`config.mk`:
```
export PLATFORM = sky130hd
export DESIGN_NAME = ses_cell
export DESIGN_NICKNAME = d
export VERILOG_FILES = /design/src/rtl/core/ses_pkg.sv /design/src/rtl/core/ses_cell.sv
export SDC_FILE = /design/constraint.sdc
export NUM_CORES = 1
export LEC_CHECK = 0
export ABC_AREA = 1
export BUFFER_PORTS_ARGS = -buffer_cell sky130_fd_sc_hd__buf_2
export CORE_MARGIN = 5
export CORE_UTILIZATION = 49
export CTS_CLUSTER_DIAMETER = 120
export DETAILED_ROUTE_END_ITERATION = 6
export GPL_TIMING_DRIVEN = 0
export MAX_ROUTING_LAYER = met4
export PLACE_DENSITY = 0.95
export REMOVE_ABC_BUFFERS = 1
export SYNTH_ARGS = -nofsm -noshare
export SYNTH_HDL_FRONTEND = slang
export SYNTH_SLANG_ARGS = --single-unit
```
`constraint.sdc`:
```
create_clock -name clock -period 5.5 [get_ports clock]
set_input_delay 1.1 -clock clock [delete_from_list [all_inputs] [get_ports clock]]
set_output_delay 1.1 -clock clock [all_outputs]
set_load 0.02 [all_outputs]
```
`src/rtl/core/ses_pkg.sv`:
```
// ----------------------------------------------------------------------------
// ses_pkg
// Shared types and constants of the selection exchange sorter.
// ----------------------------------------------------------------------------
package ses_pkg;

   localparam int VALUE_W = 32;

   typedef logic signed [VALUE_W-1:0] value_type;

   typedef struct packed {
      value_type value;
      logic      last;
   } req_type;

   typedef struct packed {
      value_type sorted_value;
      logic      final_res;
      logic      overflow;
   } rsp_type;

   typedef enum logic {
      ST_FILL,
      ST_DRAIN
   } state_type;

   typedef struct packed {
      logic insert;
      logic shift;
   } cell_ctrl_type;

endpackage

```
`src/rtl/core/ses_cell.sv`:
```
// ----------------------------------------------------------------------------
// ses_cell
// One slot of the insertion chain: holds a value, takes its left neighbor's
// value or the new item on insertion, takes its right neighbor's on drain.
// ----------------------------------------------------------------------------
module ses_cell
   import ses_pkg::*;
(
   input  logic          clock,
   input  logic          reset,
   input  cell_ctrl_type ctrl,
   input  value_type     new_value,
   input  value_type     prev_value,
   input  logic          prev_valid,
   input  logic          prev_lt,
   input  value_type     next_value,
   input  logic          next_valid,
   output value_type     value,
   output logic          valid,
   output logic          lt
);

   value_type value_ff, value_in;
   logic      valid_ff, valid_in;

   // empty slot counts as +infinity; equal values insert behind
   assign lt = !valid_ff || ($signed(new_value) < $signed(value_ff));

   always_comb begin
      value_in = value_ff;
      valid_in = valid_ff;
      if (ctrl.shift) begin
         value_in = next_value;
         valid_in = next_valid;
      end else if (ctrl.insert && lt) begin
         value_in = prev_lt ? prev_value : new_value;
         valid_in = valid_ff | prev_valid;
      end
   end

   always_ff @(posedge clock) begin
      value_ff <= value_in;
      if (reset) begin
         valid_ff <= 1'b0;
      end else begin
         valid_ff <= valid_in;
      end
   end

   assign value = value_ff;
   assign valid = valid_ff;

endmodule

```
Word level (Yosys, flattened, before mapping)
Index checks and enable logic that the tools add are counted.
- order comparisons: 1
- multiplexer cells: 5
- bitwise gates (word level): 1
- reductions and logical operators: 4
- operators by type and width (kind ; count):
    $mux 32 ; 3
    $lt 32x32->1 ; 1
    $mux 1 ; 2
    $reduce_bool 2->1 ; 1
    $logic_and 1x1->1 ; 1
    $logic_not 1->1 ; 1
    $logic_or 1x1->1 ; 1
    $or 1x1->1 ; 1
- register bits after elaboration: 33
- bits of input ports: 103
- output and inout bits: 34

Longest topological paths before layout
Gate-level depths: netlist of the first run.
- depth in word-level cells: 5
- mapped depth: 17
- mapped depth without buffers: 17

Worst setup path after synthesis of the first run
No wires, ideal clock.
- path kind: input -> output
- start point: input new_value[5]
- end point: output lt
- data arrival time: 2.121 ns
- data required time: 4.400 ns
- path slack: 2.279 ns
- stages on the path: 11
- path buffers: 0
- path through: ha_1 > a21oi_1 > nor2_1 > nor3_1 > nand2_1 > nand2_1 > nand2_1 > nand2_1 > nand2_1 > nand2_1 > nand3_2
- word-level cells in the longest chain between the ends: 2
- RTL lines (what ; RTL line ; RTL):
    start, declared ; ses_cell.sv:12 ; input value_type new_value,
    $lt 32x32->1 ; ses_cell.sv:27 ; assign lt = !valid_ff || ($signed(new_value) < $signed(value_ff));
    $logic_or 1x1->1 ; ses_cell.sv:27 ;
    end, declared ; ses_cell.sv:20 ; output logic lt
No other way between the ends.

Worst setup path after layout of the first run
Ends and elaborated chain as after synthesis.

==> impl_results.md, run 1 <==
* DR vias at 2603
* Max Clock Freq at 276 MHz
* Synth top area share at 38.5%
* Clk sink count at 33
* Reg2reg end: value[28]
* Min-Delay Startpoint: valid
* Startpoint types: input port
* RePlAce Congestion at 0.800
* Min Tclk post-route at 3.62 ns
* Fin Setup TNS at 0 ns
* Commonest cells after routing, fill and taps aside: buf_2, a21oi_1, nand2_1
* Vias per cell at 5.03
* Skew final at 0.00972 ns
* Worst r2r path cells at 13
* Clock Path Buffers at 2
* Root Driver: clkbuf_8
* Vias in the first global route at 2568
* Power Density at around 220 mW/mm²
* Top area cells in the synthesized netlist: edfxtp_1, a21oi_1, ha_1
* Slew HR at 44.0%
* # port buffers at 136
* Number of max-cap violations at 0
* Diodes inserted at 0
* Max-slew violations at 0
* Yosys reg bits at 33
* Worst path required time at 4.40 ns
* RSZ-0062 raised after global routing: no
* Critical path class: input port to output pin
* Hold endpoint: valid
* CP Data Arrival Time at 2.52 ns
* Initial antenna violation count at 0
* PostCTS Resize Cnt at 0
* # Post-CTS Setup Buffers at 0
* Area Growth Syn to Fin at 31.9%
* Total power draw at 0.740 mW
* I/O pin cnt at 137
* Hold Path Depth at 2
* Post-route antenna net violation count at 0
* Routed WL per cell at 13.6 µm
* Worst-Margin Slew at 0.837 ns
* Overall Global Routing Usage at 22.0%
* Row cnt at 26
* Fin. Hold Viols at 0
* Syn Area/Cell at about 8 µm²
* CTS buffer count at 5
* Crit end category: output pin
* Global-route wire length before repair at ~11 mm
* Final WS setup at approximately 1.9 ns
* Clk Latency, worst-skew pair at 0.28 ns
* DR iter-0 viols at 105
* H-Tree Depth at 2
* Global route overflow at 0
* Synthesized cell area at 0.00250 mm²
* Die X at 81.4 µm
* # setup viols final at 0
* Most common cell after layout, fill and taps aside: buf_2
* Initial core utilization at about half
* Chip height at slightly above 80 µm
* Core ar. at 0.00504 mm²
* Register area share after synthesis at between 30 and 40%
* Mapped Cells at ~320
* Largest net degree at the start of global routing at 37
* DP Worst Slack at 1.87 ns
* Cell taking the most area after synthesis: edfxtp_1
* Final wirelength at 7.03 mm
* Leakage at 1.75 nW
* Peak VDD IR at 0.155 mV
* Die ar. at around 0.0066 mm²
* Final Cycle Share at 65.9%
* Netlist cell types at 24
* Worst R2R Start: value[5]
* Nets@finish at 581
* Class of the worst hold path: register to register
* Status: finished, final reports clean
* Synth Warn # at 0
* Cts hold-fix bufs at 0
* FF-to-FF setup slack at between 2 and 3 ns
* Clock-pin slew on the worst setup and hold paths at approximately 0.070 ns
* Worst Path Max Fanout at 2
* # DRC at 0
* Ratio of cells with drive above 1 in the final layout at 34.6%
* TritonCTS clock tree: built
* Detailed placement HPWL at 5.34 mm
* Drt first pass iters at 4
==> cell type report <==
type	instances	area, µm²
Fill cell	420	1750
Tap cell	70	87.6
Timing Repair Buffer	136	681
Multi-Input combinational cell	228	1300
Sequential cell	33	981
Clock buffer	7	76.3
Inverter	43	164
Clock inverter	1	5.00
==> layer usage <==
metal	global-route usage, %	up-vias	wire length [µm]
met2	41.7	99	3740
li1	-	1325	-
met3	3.88	6	525
met5	-	-	0
met4	6.25	0	72
met1	23.1	1173	2690
==> cells in the mapped netlist, drive strengths merged <==
cell    count
inv        43
nor3        3
o211ai      1
nand2      61
buf         1
nor2       38
o21a        1
edfxtp     32
ha         31
dfxtp       1
o31ai       1
nand4       2
a21oi      82
o21ai       4
nand3       4
clkbuf     13
==> stage by stage <==
step / cells / utilization [%] / area, µm² / hold slack [ns]
floorplan: 304 / - / 2440 / 0.716
global placement: 510 / 63.7 / 3210 / 0.587
detailed placement: 510 / 63.7 / 3210 / 0.629
CTS: 518 / 65.3 / 3290 / 0.645
global route: 518 / 65.3 / 3290 / 0.683
finish: 518 / 65.3 / 3290 / 0.641
==> power breakdown <==
| part | internal, mW | leakage (nW) | switching (mW) | total (mW) |
|---|---|---|---|---|
| Clock | 0.0888 | 0.0422 | 0.0878 | 0.177 |
| Sequential | 0.309 | 0.328 | 0.0122 | 0.321 |
| Combinational | 0.0954 | 1.38 | 0.147 | 0.243 |
==> sequential cells by signal (all words and copies together), names as in the netlist <==
register	cells
valid	1
value	32
==> worst max-delay path: stages <==
cell and delay, ns:
buf_2 0.11, ha_1 0.29, a21oi_1 0.17, nor2_1 0.06, nor3_1 0.12, nand2_1 0.08, nand2_1 0.06, nand2_1 0.06
nand2_1 0.08, nand2_1 0.06, nand2_1 0.07, nand3_2 0.08, buf_2 0.17
==> cells by family after synthesis <==
logic type	after synthesis	share of synthesized area (%)
simple gates	108	17.6
compound gates	89	18.8
buf+inv	57	8.72
flops	33	39.3
fa+ha+maj	31	15.5
==> worst max path at each step <==
stage	from	to	slack, ns	cells after the start
after CTS	new_value[5]	lt	1.86	13
after floorplan	new_value[5]	lt	2.28	11
after detailed placement	new_value[5]	lt	1.87	13
after global placement	new_value[5]	lt	1.94	13
after global routing	new_value[5]	lt	1.67	13
final	new_value[5]	lt	1.88	13
(Power assumes the default switching activity.)
==> inputs of run 2 (changes only) <==
CORE_UTILIZATION = 45   (was 49)
PLACE_DENSITY = 0.91   (was 0.95)
clock period = 3.7 ns   (was 5.5 ns; I/O delays follow)
==> run 2 against run 1 <==
Final cell count is 0.39% higher; routed wire length is 0.43% higher; global-route usage is 1.6 points lower; clock skew is 0.0047 ns lower; hold slack better by 0.051 ns; power is 54% higher; sequential power is 49% higher; flip-flop and latch count stayed put; via count is 1.3% higher; clock power is 71% higher.
==> impl_results.md, run 2 (synthesis gave the netlist of run 1 again) <==
* Clk Latency, worst-skew pair at between 0.2 and 0.3 ns
* Worst path required time at 2.96 ns
* Worst setup endpoint: lt
* Chip height at 84.5 µm
* CTS buffer count at 5
* Post-route antenna net violation count at 0
* Post-route insts no fill at 520
* Initial core utilization at 45.9%
* Reg2reg end: value[17]
* Placed insts at about 500
* Hold Path Depth at 2
* Startpoint types: input port
* Global route overflow at 0
* Final wirelength at 7.06 mm
* FF-to-FF setup slack at 1.20 ns
* Worst r2r path cells at 12
* Global-route wire length before repair at 11.7 mm
* Final instance area at 0.00331 mm²
* Core ar. at 0.00544 mm²
* Worst R2R Start: value[31]
* # Post-CTS Setup Buffers at 0
* Drt first pass iters at 4
* Critical path class: input port to output pin
* Crit end category: output pin
* Hold Slack at 0.692 ns
* # DRC at 0
* Total power draw at 1.14 mW
* CP max-delay cell: ha_1
* Die ar. at 0.00714 mm²
* Class of the worst hold path: register to register
* Fin. Hold Viols at 0
* Max reg flops at 32
* Cts hold-fix bufs at 0
* Status: finished, final reports clean
* Clock Path Buffers at 2
* Nets@finish at 581
* Peak VDD IR at 0.203 mV
* Worst-Margin Slew at approximately 0.82 ns
* CP delay by family, top: simple AND/OR/NAND/NOR gates
* Placed cell areas at 0.00321 mm²
* Max Clock Freq at 350 MHz
* # setup viols final at 0
* Final WS setup at 0.846 ns
* Area Growth Syn to Fin at 32.8%
* Cell count along the critical path at 10
* Final Cycle Share at about 77%
* Row cnt at 27
* Vias per cell at 5.07
* Min Tclk post-route at between 2 and 3 ns
* PostCTS Resize Cnt at 0
* DR vias at between 2000 and 3000
* Routed WL per cell at 13.6 µm
* Delay of the slowest critical-path stage at 0.36 ns
* H-Tree Depth at 2
* Clock-pin slew on the worst setup and hold paths at 0.07 ns
* Max-slew violations at 0
* # port buffers at 136
* CP Data Arrival Time at 2.11 ns
* Root Driver: clkbuf_8
* Leakage at 1.77 nW
* I/O pin cnt at between 100 and 150
* Most common cell after layout, fill and taps aside: buf_2
* Worst path bufs/invs at 3
* Critical path startpoint: new_value[31]
* Fin Setup TNS at 0 ns
* CP dominant cell by count: buf_2
* Commonest cells after routing, fill and taps aside: buf_2, a21oi_1, nand2_1
* CP Cell Sequence: buf_2 > ha_1 > nand4_1 > inv_1 > nand4_2 > nor3_2 > nand2_1 > nand3_1 > nand3_2 > buf_2
* Skew final at 0.00499 ns
* Clk sink count at 33
* Worst Path Max Fanout at 5
* RSZ-0062 raised after global routing: no
* Largest net degree at the start of global routing at 37
* Number of max-cap violations at 0
* Layout Utilization at 60.9%
* Power Density at approximately 340 mW/mm²
* Diodes inserted at 0
* Ratio of cells with drive above 1 in the final layout at 35.0%
* TritonCTS clock tree: built
* DR iter-0 viols at around 110
* Slew HR at 45.3%
* Die X at between 80 and 90 µm
* Overall Global Routing Usage at approximately a fifth
* Vias in the first global route at 2730
* Detailed placement HPWL at 5.38 mm
* Initial antenna violation count at 0
* RePlAce Congestion at 0.846
* DP Worst Slack at about 0.65 ns
run 2: worst min path at each step:
stage	startpoint	endpoint	slack, ns
after floorplan	valid	valid	0.72
after global placement	valid	valid	0.67
after detailed placement	valid	valid	0.67
after CTS	valid	valid	0.69
after global routing	reset	valid	0.70
final	valid	valid	0.69
run 2: cell type report:
cell class / instances / area [µm²]
fill: 499 / 2120
sequential: 33 / 981
timing repair buffer: 136 / 681
multi-input combinational: 228 / 1300
inverter: 43 / 164
tap: 72 / 90.1
clock inverter: 1 / 5.00
clock buffer: 7 / 96.3
run 2: power breakdown:
group / switching [mW] / internal [mW] / total [mW]
clock: 0.133 / 0.168 / 0.302
sequential: 0.0190 / 0.459 / 0.478
combinational: 0.217 / 0.141 / 0.358
run 2: tightest hold or removal path: stages (launching register included):
cell and delay (ns):
dfxtp_1 0.44, o31ai_1 0.13, a21oi_2 0.09
run 2: per-layer routing:
metal  share of wire (%)  vias up  global-route usage (%)
li1                    -     1326                       -
met1                  40     1206                    21.7
met2                  51       97                    37.7
met3                 7.7        9                    4.71
met4                 1.0        0                    5.18
met5                   0        -                       -
